$ cat src/hw/rtl/tfv_pkg.sv
package tfv_pkg;

    localparam int CORDIC_STEPS = 16;
    localparam int ATAN_LEN     = 24;
    localparam int CORDIC_CELLS = (CORDIC_STEPS < ATAN_LEN) ? CORDIC_STEPS : ATAN_LEN;
    localparam int SQRT_STEPS   = 16;
    localparam int NUM_CELLS    = (CORDIC_CELLS > SQRT_STEPS) ? CORDIC_CELLS : SQRT_STEPS;
    localparam int LATENCY      = NUM_CELLS + 5;

    localparam int XW       = 16;
    localparam int CW       = 34;
    localparam int RW       = 32;
    localparam int STEP_W   = 5;
    localparam int SHAMT_W  = 5;
    localparam int SHIFT_IN = 14;
    localparam int SQ_TOP   = 30;
    localparam int CFG_W    = 16;
    localparam int IDX_W    = 2;
    localparam int HOLD_W   = 15;
    localparam int GAIN_W   = 16;
    localparam int BRG_W    = 16;
    localparam int ERR_W    = 17;

    localparam logic signed [CW-1:0] HALF_PI_Q30 = 34'sd1686629713;
    localparam logic signed [CW-1:0] BRG_ROUND   = 34'sd65536;

    localparam logic [HOLD_W-1:0] HOLD_RESET = 15'd512;
    localparam logic [GAIN_W-1:0] ANG_RESET  = 16'd1280;
    localparam logic [GAIN_W-1:0] LIN_RESET  = 16'd256;

    typedef logic [STEP_W-1:0] step_t;

    typedef enum logic [IDX_W-1:0] {
        REG_HOLD = 2'd0,
        REG_ANG  = 2'd1,
        REG_LIN  = 2'd2,
        REG_EN   = 2'd3
    } reg_idx_t;

    typedef struct packed {
        logic                 vld;
        logic                 zero;
        logic signed [CW-1:0] x;
        logic signed [CW-1:0] y;
        logic signed [CW-1:0] z;
        logic [RW-1:0]        n;
        logic [RW-1:0]        root;
    } tfv_cell_t;

    typedef struct packed {
        logic [HOLD_W-1:0] hold;
        logic [GAIN_W-1:0] ang;
        logic [GAIN_W-1:0] lin;
        logic              en;
    } tfv_cfg_t;

    function automatic logic signed [CW-1:0] atan_const(input step_t s);
        logic signed [CW-1:0] a;
        unique case (s)
            5'd0:    a = 34'sd843314856;
            5'd1:    a = 34'sd497837829;
            5'd2:    a = 34'sd263043836;
            5'd3:    a = 34'sd133525158;
            5'd4:    a = 34'sd67021686;
            5'd5:    a = 34'sd33543515;
            5'd6:    a = 34'sd16775850;
            5'd7:    a = 34'sd8388437;
            5'd8:    a = 34'sd4194282;
            5'd9:    a = 34'sd2097149;
            5'd10:   a = 34'sd1048575;
            5'd11:   a = 34'sd524287;
            5'd12:   a = 34'sd262143;
            5'd13:   a = 34'sd131071;
            5'd14:   a = 34'sd65535;
            5'd15:   a = 34'sd32767;
            5'd16:   a = 34'sd16383;
            5'd17:   a = 34'sd8191;
            5'd18:   a = 34'sd4095;
            5'd19:   a = 34'sd2047;
            5'd20:   a = 34'sd1023;
            5'd21:   a = 34'sd511;
            5'd22:   a = 34'sd255;
            5'd23:   a = 34'sd127;
            default: a = '0;
        endcase
        return a;
    endfunction

endpackage

$ cat src/hw/rtl/tfv_front.sv
module tfv_front (
    input  logic                      clk,
    input  logic                      rst_n,
    input  logic                      load,
    input  logic signed [15:0]        target_x,
    input  logic signed [15:0]        target_y,
    output tfv_pkg::tfv_cell_t        q
);
    import tfv_pkg::*;

    logic                 vld1_reg, vld1_next;
    logic                 zero1_reg, zero1_next;
    logic signed [CW-1:0] x1_reg, x1_next;
    logic signed [CW-1:0] y1_reg, y1_next;
    logic signed [CW-1:0] z1_reg, z1_next;
    logic [RW-1:0]        sqx1_reg, sqx1_next;
    logic [RW-1:0]        sqy1_reg, sqy1_next;
    tfv_cell_t            q_reg, q_next;

    logic signed [CW-1:0] xs, ys;
    logic signed [RW-1:0] px, py;

    // scale by 2^14, then fold the left half plane onto the right one
    always_comb
    begin
        xs = CW'($signed({target_x, {SHIFT_IN{1'b0}}}));
        ys = CW'($signed({target_y, {SHIFT_IN{1'b0}}}));
        px = RW'(target_x) * RW'(target_x);
        py = RW'(target_y) * RW'(target_y);
        vld1_next  = load;
        zero1_next = (target_x == '0) && (target_y == '0);
        sqx1_next  = RW'(px);
        sqy1_next  = RW'(py);
        if (!target_x[XW-1])
        begin
            x1_next = xs;
            y1_next = ys;
            z1_next = '0;
        end
        else if (!target_y[XW-1])
        begin
            x1_next = ys;
            y1_next = -xs;
            z1_next = HALF_PI_Q30;
        end
        else
        begin
            x1_next = -ys;
            y1_next = xs;
            z1_next = -HALF_PI_Q30;
        end
    end

    // sum of squares
    always_comb
    begin
        q_next.vld  = vld1_reg;
        q_next.zero = zero1_reg;
        q_next.x    = x1_reg;
        q_next.y    = y1_reg;
        q_next.z    = z1_reg;
        q_next.n    = sqx1_reg + sqy1_reg;
        q_next.root = '0;
    end

    always_ff @(posedge clk or negedge rst_n)
    begin
        if (!rst_n)
        begin
            vld1_reg <= 1'b0;
            q_reg    <= '0;
        end
        else
        begin
            vld1_reg <= vld1_next;
            q_reg    <= q_next;
        end
    end

    always_ff @(posedge clk)
    begin
        zero1_reg <= zero1_next;
        x1_reg    <= x1_next;
        y1_reg    <= y1_next;
        z1_reg    <= z1_next;
        sqx1_reg  <= sqx1_next;
        sqy1_reg  <= sqy1_next;
    end

    assign q = q_reg;

endmodule

$ cat config.mk
export PLATFORM = sky130hd
export DESIGN_NAME = tfv_front
export DESIGN_NICKNAME = d
export VERILOG_FILES = /design/src/hw/rtl/tfv_pkg.sv /design/src/hw/rtl/tfv_front.sv
export SDC_FILE = /design/constraint.sdc
export NUM_CORES = 1
export LEC_CHECK = 0
export BUFFER_PORTS_ARGS = -buffer_cell sky130_fd_sc_hd__buf_2
export CELL_PAD_IN_SITES_DETAIL_PLACEMENT = 2
export CELL_PAD_IN_SITES_GLOBAL_PLACEMENT = 2
export CORE_MARGIN = 10
export CORE_UTILIZATION = 43
export CTS_CLUSTER_DIAMETER = 40
export DETAILED_ROUTE_END_ITERATION = 10
export GPL_TIMING_DRIVEN = 1
export PLACE_DENSITY = 0.92
export SYNTH_ARGS = -nofsm -noshare
export SYNTH_HDL_FRONTEND = slang
export SYNTH_SLANG_ARGS = --single-unit
$ cat constraint.sdc
create_clock -name clk -period 6 [get_ports clk]
set_input_delay 0 -clock clk [delete_from_list [all_inputs] [get_ports clk]]
set_output_delay 0 -clock clk [all_outputs]
set_load 0.05 [all_outputs]
==> results of run 1 <==
## cell usage after synthesis (8+ instances only)
cell	number	area (sq um)
a21o_1	38	285.3
o211ai_1	8	60.06
buf_1	8	30.03
dfrtp_1	78	1952
nand2_1	188	705.7
xor2_1	31	271.5
o21a_1	9	67.56
buf_4	91	683.2
nor3_1	21	105.1
and3_1	8	50.05
o21ai_0	52	260.3
and2_1	57	356.6
nand3_1	18	90.09
ha_1	219	2740
o21bai_1	16	120.1
nor2b_1	11	68.82
fa_1	467	9349
a31o_2	13	113.9
mux2i_1	9	90.09
xnor2_1	96	840.8
nor2_1	145	544.3
a211oi_1	14	105.1
nand2b_1	9	56.30
a21oi_1	87	435.4
clkbuf_1	66	247.7
inv_1	656	2462
dfxtp_1	106	2122
## what timing repair did
action	CTS	global route
endpoints found under the setup margin	2	13
hold endpoints to repair	45	0
pin swaps	0	2
gates cloned	0	0
gates resized for setup	1	30
buffers inserted	0	2
hold buffers	6	0
## final cells by class
cell class              instances  area [sq um]  area share, %
multi-input cells            1679         17830          64.43
flip-flops and latches        184          4074          14.72
inverters                     662          2492          9.005
repair buffers                265          1713          6.189
well taps                     765         957.2          3.458
clock buffers                  19         442.9          1.600
clock inverters                13         161.4         0.5832
diodes                          2         5.005        0.01808
## worst register-to-register path: cells and delay by family, from the launching register on
kind                     cells  cell delay (ps)
adder cells (fa/ha/maj)      2              630
AND/OR/NAND/NOR              2              300
AO/OA/AOI/OAI                6             1990
flip-flops                   1              350
buffers and inverters        1               80
## through the flow
stage / hold WS [ps] / std cells
6_report: 10.25 / 3589
5_1_grt: 8.893 / 3587
4_1_cts: 3.332 / 3585
3_5_place_dp: 0.9875 / 3547
3_3_place_gp: -24.32 / 3547
2_1_floorplan: -295.6 / 2691
## cell families (layout without fill, tap and decap cells)
| logic type | count (synthesis) | after routing | share of synthesized area, % |
|---|---|---|---|
| AOI/OAI and AO/OA | 292 | 292 | 7.704 |
| adders and majority gates | 686 | 686 | 48.27 |
| xor gates and xnor gates | 127 | 127 | 4.442 |
| other | 1 | 66 | 0.01497 |
| muxes | 10 | 10 | 0.4047 |
| and+or+nand+nor | 500 | 500 | 9.103 |
| DFF | 184 | 184 | 16.27 |
| buffers and inverters | 828 | 959 | 13.79 |
## layer usage
layer	global-route usage, %	share of wire (%)
met2	58.04	53
met4	22.44	7.8
met3	5.121	5.0
met1	31.23	34
met5	0	0.053
## path summary, 6_finish.rpt
check                                    startpoint  slack (ps)  cells after the start                    to
worst max-delay path                    target_y[5]          80                     21  sqy1_reg[31]$_DFF_P_
worst min register to register   y1_reg[19]$_DFF_P_         330                      0      q[117]$_DFF_PN0_
min in group asynchronous                     rst_n          50                      2       q[46]$_DFF_PN0_
max in group asynchronous                     rst_n        4880                      3      q[151]$_DFF_PN0_
worst max register to register  sqx1_reg[2]$_DFF_P_        2490                     11       q[50]$_DFF_PN0_
worst min-delay path                   target_x[15]          10                      2  z1_reg[0]$_SDFF_PN0_
==> results.py, run 1 <==
metrics = {
    "setup_path": {
        "cp_max_fo": 8,
        "path_class": "input pin to register",
        "cp-start-kind": "input pin",
        "worstPathRequired_ps": 6340,
        "end_kind": "register",
        "critPathMaxStageDelay_ps": 600,
        "slowest_stage": "fa_1",
        "cp_common_cell": "fa_1",
        "arrival_ps": 6260,
        "cp_cell_sequence": "buf_2 > buf_4 > nand2_2 > fa_1 > inv_1 > fa_2 > fa_1 > fa_1 > fa_1 > inv_1 > fa_1 > inv_1 > ha_1 > a21o_1 > a21oi_1 > a21boi_0 > a221o_2 > o41ai_4 > o2111ai_1 > a21oi_2 > xnor2_1",
        "path_delay_family": "adder cells",
        "path_buf_inv": 5,
    },
    "die": {
        "initial_core_util_pct": 43.41,
        "core_area_sq_um": 57700,
        "fp.dieW_um": 261.3,
        "row_count": 88,
        "die_h_um": 261.3,
        "die-area_sq_um": 68290,
        "pin_count": 203,
    },
    "clock_tree": {
        "clkLatencyLatePin_ps": 460,
        "htreeDepth": 4,
        "numCtsBuffers": 17,
        "cts-root-buf": "clkbuf_16",
        "clock-sinks": 184,
        "cts_tree": "built",
        "cts.clk_slew.worst_paths_ps": 80,
        "cts.path.max_buffers": 2,
    },
    "route": {
        "drt_pass1_iterations": 5,
        "detailroute.via_count": 20006,
        "drt_iter0_drc": 1106,
        "final_antenna_net_count": 0,
        "via_per_inst": 5.574,
        "wl_mm": 105.5,
        "wl_per_cell_um": 29.40,
        "drc_errors": 0,
    },
    "place": {
        "hpwl_mm": 85.04,
        "place_ws_ps": -446.9,
        "placed_cell_area_sq_um": 26900,
        "gp_congestion": 0.9104,
        "port_buffers": 142,
    },
    "cells_and_area": {
        "drive_gt1_share_pct": 12.12,
        "nNetsFinal": 3530,
        "postLayoutCellArea_sq_um": 27680,
        "area_growth_pct": 10.52,
        "utilization_pct": 47.97,
        "fillers": 6153,
        "final_common_cell": "inv_1",
        "largest_reg_flops": 77,
        "final_cell_mix": "inv_1 (655), fa_1 (464), ha_1 (218)",
    },
    "timing": {
        "fin_setup_tns_ps": 0,
        "hold_viol": 0,
        "fin_skew_ps": 15.50,
        "worst_slew_pin_slew_ps": 910.4,
        "period_minus_slack_ps": 5923,
        "relSlewSlack_pct": 38.94,
        "fmax_mhz": 168.8,
        "drv_slew": 0,
        "setup_violations": 0,
        "period_share_pct": 98.72,
        "rsz0062_at_grt": "yes",
        "fin_ws_ps": 76.58,
    },
    "run": {
        "cap_violations": 0,
    },
    "global_route": {
        "grt_pass1_vias": 24965,
        "grt_usage_pct": 31.24,
        "grt_max_degree": 66,
        "overflow": 0,
        "grt_pass1_wl_mm": 157.1,
        "antenna_found_initial": 7,
    },
    "synthesis": {
        "synth-seq-cells": 184,
        "synthDistinctLibCells": 66,
        "ys_seq_area_share_pct": 16.27,
        "avgSynthCellArea_sq_um": 9.529,
        "synth_edf_count": 0,
        "synth_flop_cell": "dfxtp_1",
        "syn_area_sq_um": 25040,
        "synthCells": 2628,
        "yosys_warnings": 0,
        "synthArstFlopShare_pct": 42.39,
    },
    "outcome": {
        "outcome": "finished, final reports clean",
    },
    "min_path": {
        "holdCritPathClass": "input pin to register",
    },
}
Power of run 1 is left out: the tool's default activity adds up to more than one toggle a clock period on the data nets, which glitch-free logic cannot reach.
==> run 2, diff against run 1 <==
--- a/config.mk
+++ b/config.mk
@@ -8,12 +8,14 @@
 export BUFFER_PORTS_ARGS = -buffer_cell sky130_fd_sc_hd__buf_2
 export CELL_PAD_IN_SITES_DETAIL_PLACEMENT = 2
 export CELL_PAD_IN_SITES_GLOBAL_PLACEMENT = 2
+export CORE_ASPECT_RATIO = 0.8
 export CORE_MARGIN = 10
 export CORE_UTILIZATION = 43
 export CTS_CLUSTER_DIAMETER = 40
 export DETAILED_ROUTE_END_ITERATION = 10
 export GPL_TIMING_DRIVEN = 1
 export PLACE_DENSITY = 0.92
+export REMOVE_ABC_BUFFERS = 1
 export SYNTH_ARGS = -nofsm -noshare
 export SYNTH_HDL_FRONTEND = slang
 export SYNTH_SLANG_ARGS = --single-unit
==> run 2 against run 1 <==
Against the previous run: the run now ends with hold timing, setup timing left; via count is 7.9% higher; critical path depth is 1 higher; utilization is 0.28 points higher; first-iteration DRC count is 67% higher; final cell count is 0.20% higher; fmax is 5.0% lower.
==> results.py, run 2 (synthesis results as in run 1) <==
metrics = {
    "outcome": {
        "outcome": "complete, but fails checks",
        "violations": "hold timing, setup timing",
    },
    "timing": {
        "setup_violations": 8,
        "period_share_pct": 103.9,
        "fin_skew_ps": 20.27,
        "hold_slack_ps": -5.652,
        "period_minus_slack_ps": 6236,
        "drv_slew": 0,
        "hold_viol": 19,
        "fmax_mhz": 160.4,
        "rsz0062_at_grt": "yes",
        "worst_slew_pin_slew_ps": 977.4,
        "relSlewSlack_pct": 34.44,
        "fin_ws_ps": -235.5,
    },
    "global_route": {
        "grt_max_degree": 50,
        "antenna_found_initial": 2,
        "grt_pass1_wl_mm": 168.2,
        "grt_pass1_vias": 25796,
        "overflow": 0,
        "grt_usage_pct": 32.65,
    },
    "setup_path": {
        "path_class": "input pin to register",
        "cp_max_fo": 5,
        "end_kind": "register",
        "rr_startpoint": "sqy1_reg[2]$_DFF_P_",
        "worstPathRequired_ps": 6390,
        "arrival_ps": 6620,
        "crit_start": "target_x[7]",
        "cp-start-kind": "input pin",
    },
    "route": {
        "wl_mm": 125.0,
        "via_per_inst": 6.002,
        "drt_pass1_iterations": 7,
        "drc_errors": 0,
        "final_antenna_net_count": 0,
        "drt_iter0_drc": 1844,
        "detailroute.via_count": 21582,
        "wl_per_cell_um": 34.76,
    },
    "clock_tree": {
        "cts.path.max_buffers": 2,
        "clock-sinks": 184,
        "htreeDepth": 4,
        "cts.clk_slew.worst_paths_ps": 80,
        "numCtsBuffers": 17,
        "cts_tree": "built",
        "clkLatencyLatePin_ps": 500,
        "cts-root-buf": "clkbuf_16",
    },
    "place": {
        "gp_congestion": 0.9133,
        "placed_cell_area_sq_um": 26820,
        "port_buffers": 142,
        "place_ws_ps": -522.2,
        "hpwl_mm": 85.54,
    },
    "die": {
        "pin_count": 203,
        "fp.dieW_um": 289.8,
        "die-area_sq_um": 68350,
        "row_count": 79,
        "initial_core_util_pct": 43.23,
        "die_h_um": 235.9,
        "core_area_sq_um": 57920,
    },
    "cells_and_area": {
        "largest_reg_flops": 77,
        "postLayoutCellArea_sq_um": 27950,
        "final_common_cell": "inv_1",
        "fillers": 6137,
        "nNetsFinal": 3534,
        "multiInputGateArea_sq_um": 18020,
        "utilization_pct": 48.25,
        "drive_gt1_share_pct": 13.84,
        "final_cell_mix": "inv_1 (651), fa_1 (456), ha_1 (209)",
        "regArea_sq_um": 4074,
        "area_growth_pct": 11.60,
    },
    "min_path": {
        "holdCritPathClass": "input pin to async pin",
    },
    "run": {
        "cap_violations": 0,
    },
}
[run 2: changes by cell type in the layout (fill, tap and decap cells not counted), moves of 7 or more]
cell / change
buf_2: -12
buf_6: +10
fa_1: -8
fa_2: +8
ha_1: -9
nor2_1: -7
nor2_4: +7
[run 2: worst max-delay path, stage by stage]
cell and delay, ps:
buf_2 160, inv_1 240, fa_1 650, inv_1 80, fa_1 520, inv_1 60
fa_1 580, inv_1 90, fa_1 500, fa_1 570, inv_1 110, fa_1 560
inv_1 80, ha_1 340, inv_1 120, nor3_4 380, nand4_1 260, a21o_4 330
a211oi_4 290, nor2_1 130, a21oi_1 280, xor2_1 280
[run 2: final timing paths]
check                                        to  slack, ps  cells after the start
max                        sqx1_reg[29]$_DFF_P_       -240                     22
min                            q[165]$_DFF_PN0_         -6                      2
max reg2reg                     q[50]$_DFF_PN0_       1970                     11
min reg2reg                    q[148]$_DFF_PN0_        320                      0
max in group asynchronous      q[127]$_DFF_PN0_       4890                      3
min in group clk             x1_reg[26]$_DFF_P_         50                      4
[run 2: cell type report]
type | count | share of cell area (%)
sequential | 184 | 14.58
timing repair buffer | 269 | 6.433
multi-input combinational | 1679 | 64.49
antenna | 1 | 0.008954
clock inverter | 14 | 0.5551
tap | 769 | 3.443
inverter | 662 | 8.958
clock buffer | 18 | 1.536
[run 2: through the flow]
stage          std cells  hold slack (ps)  TNS (ps)
4_1_cts             3586            7.914         0
3_5_place_dp        3546           -35.51     -4557
3_3_place_gp        3546           -42.68   -0.5862
5_1_grt             3595            48.54     -2475
6_report            3596           -5.652    -950.8
2_1_floorplan       2525           -295.6         0
[run 2: routing by layer]
metal,GRT usage (%),wire [um],vias to the layer above
met5,0,21,-
met1,33.55,41490,11070
met3,6.742,9370,822
met2,57.79,60900,1545
met4,25.35,13220,4
li1,-,-,8141
[run 2: timing repair]
item / 4_1_cts / 5_1_grt
endpoints found under the setup margin: 8 / 12
pin swaps: 4 / 18
buffers inserted: 2 / 9
hold endpoints to repair: 41 / 0
gates resized for setup: 28 / 85
hold buffers: 6 / 0
Power of run 2 is left out for the same reason.
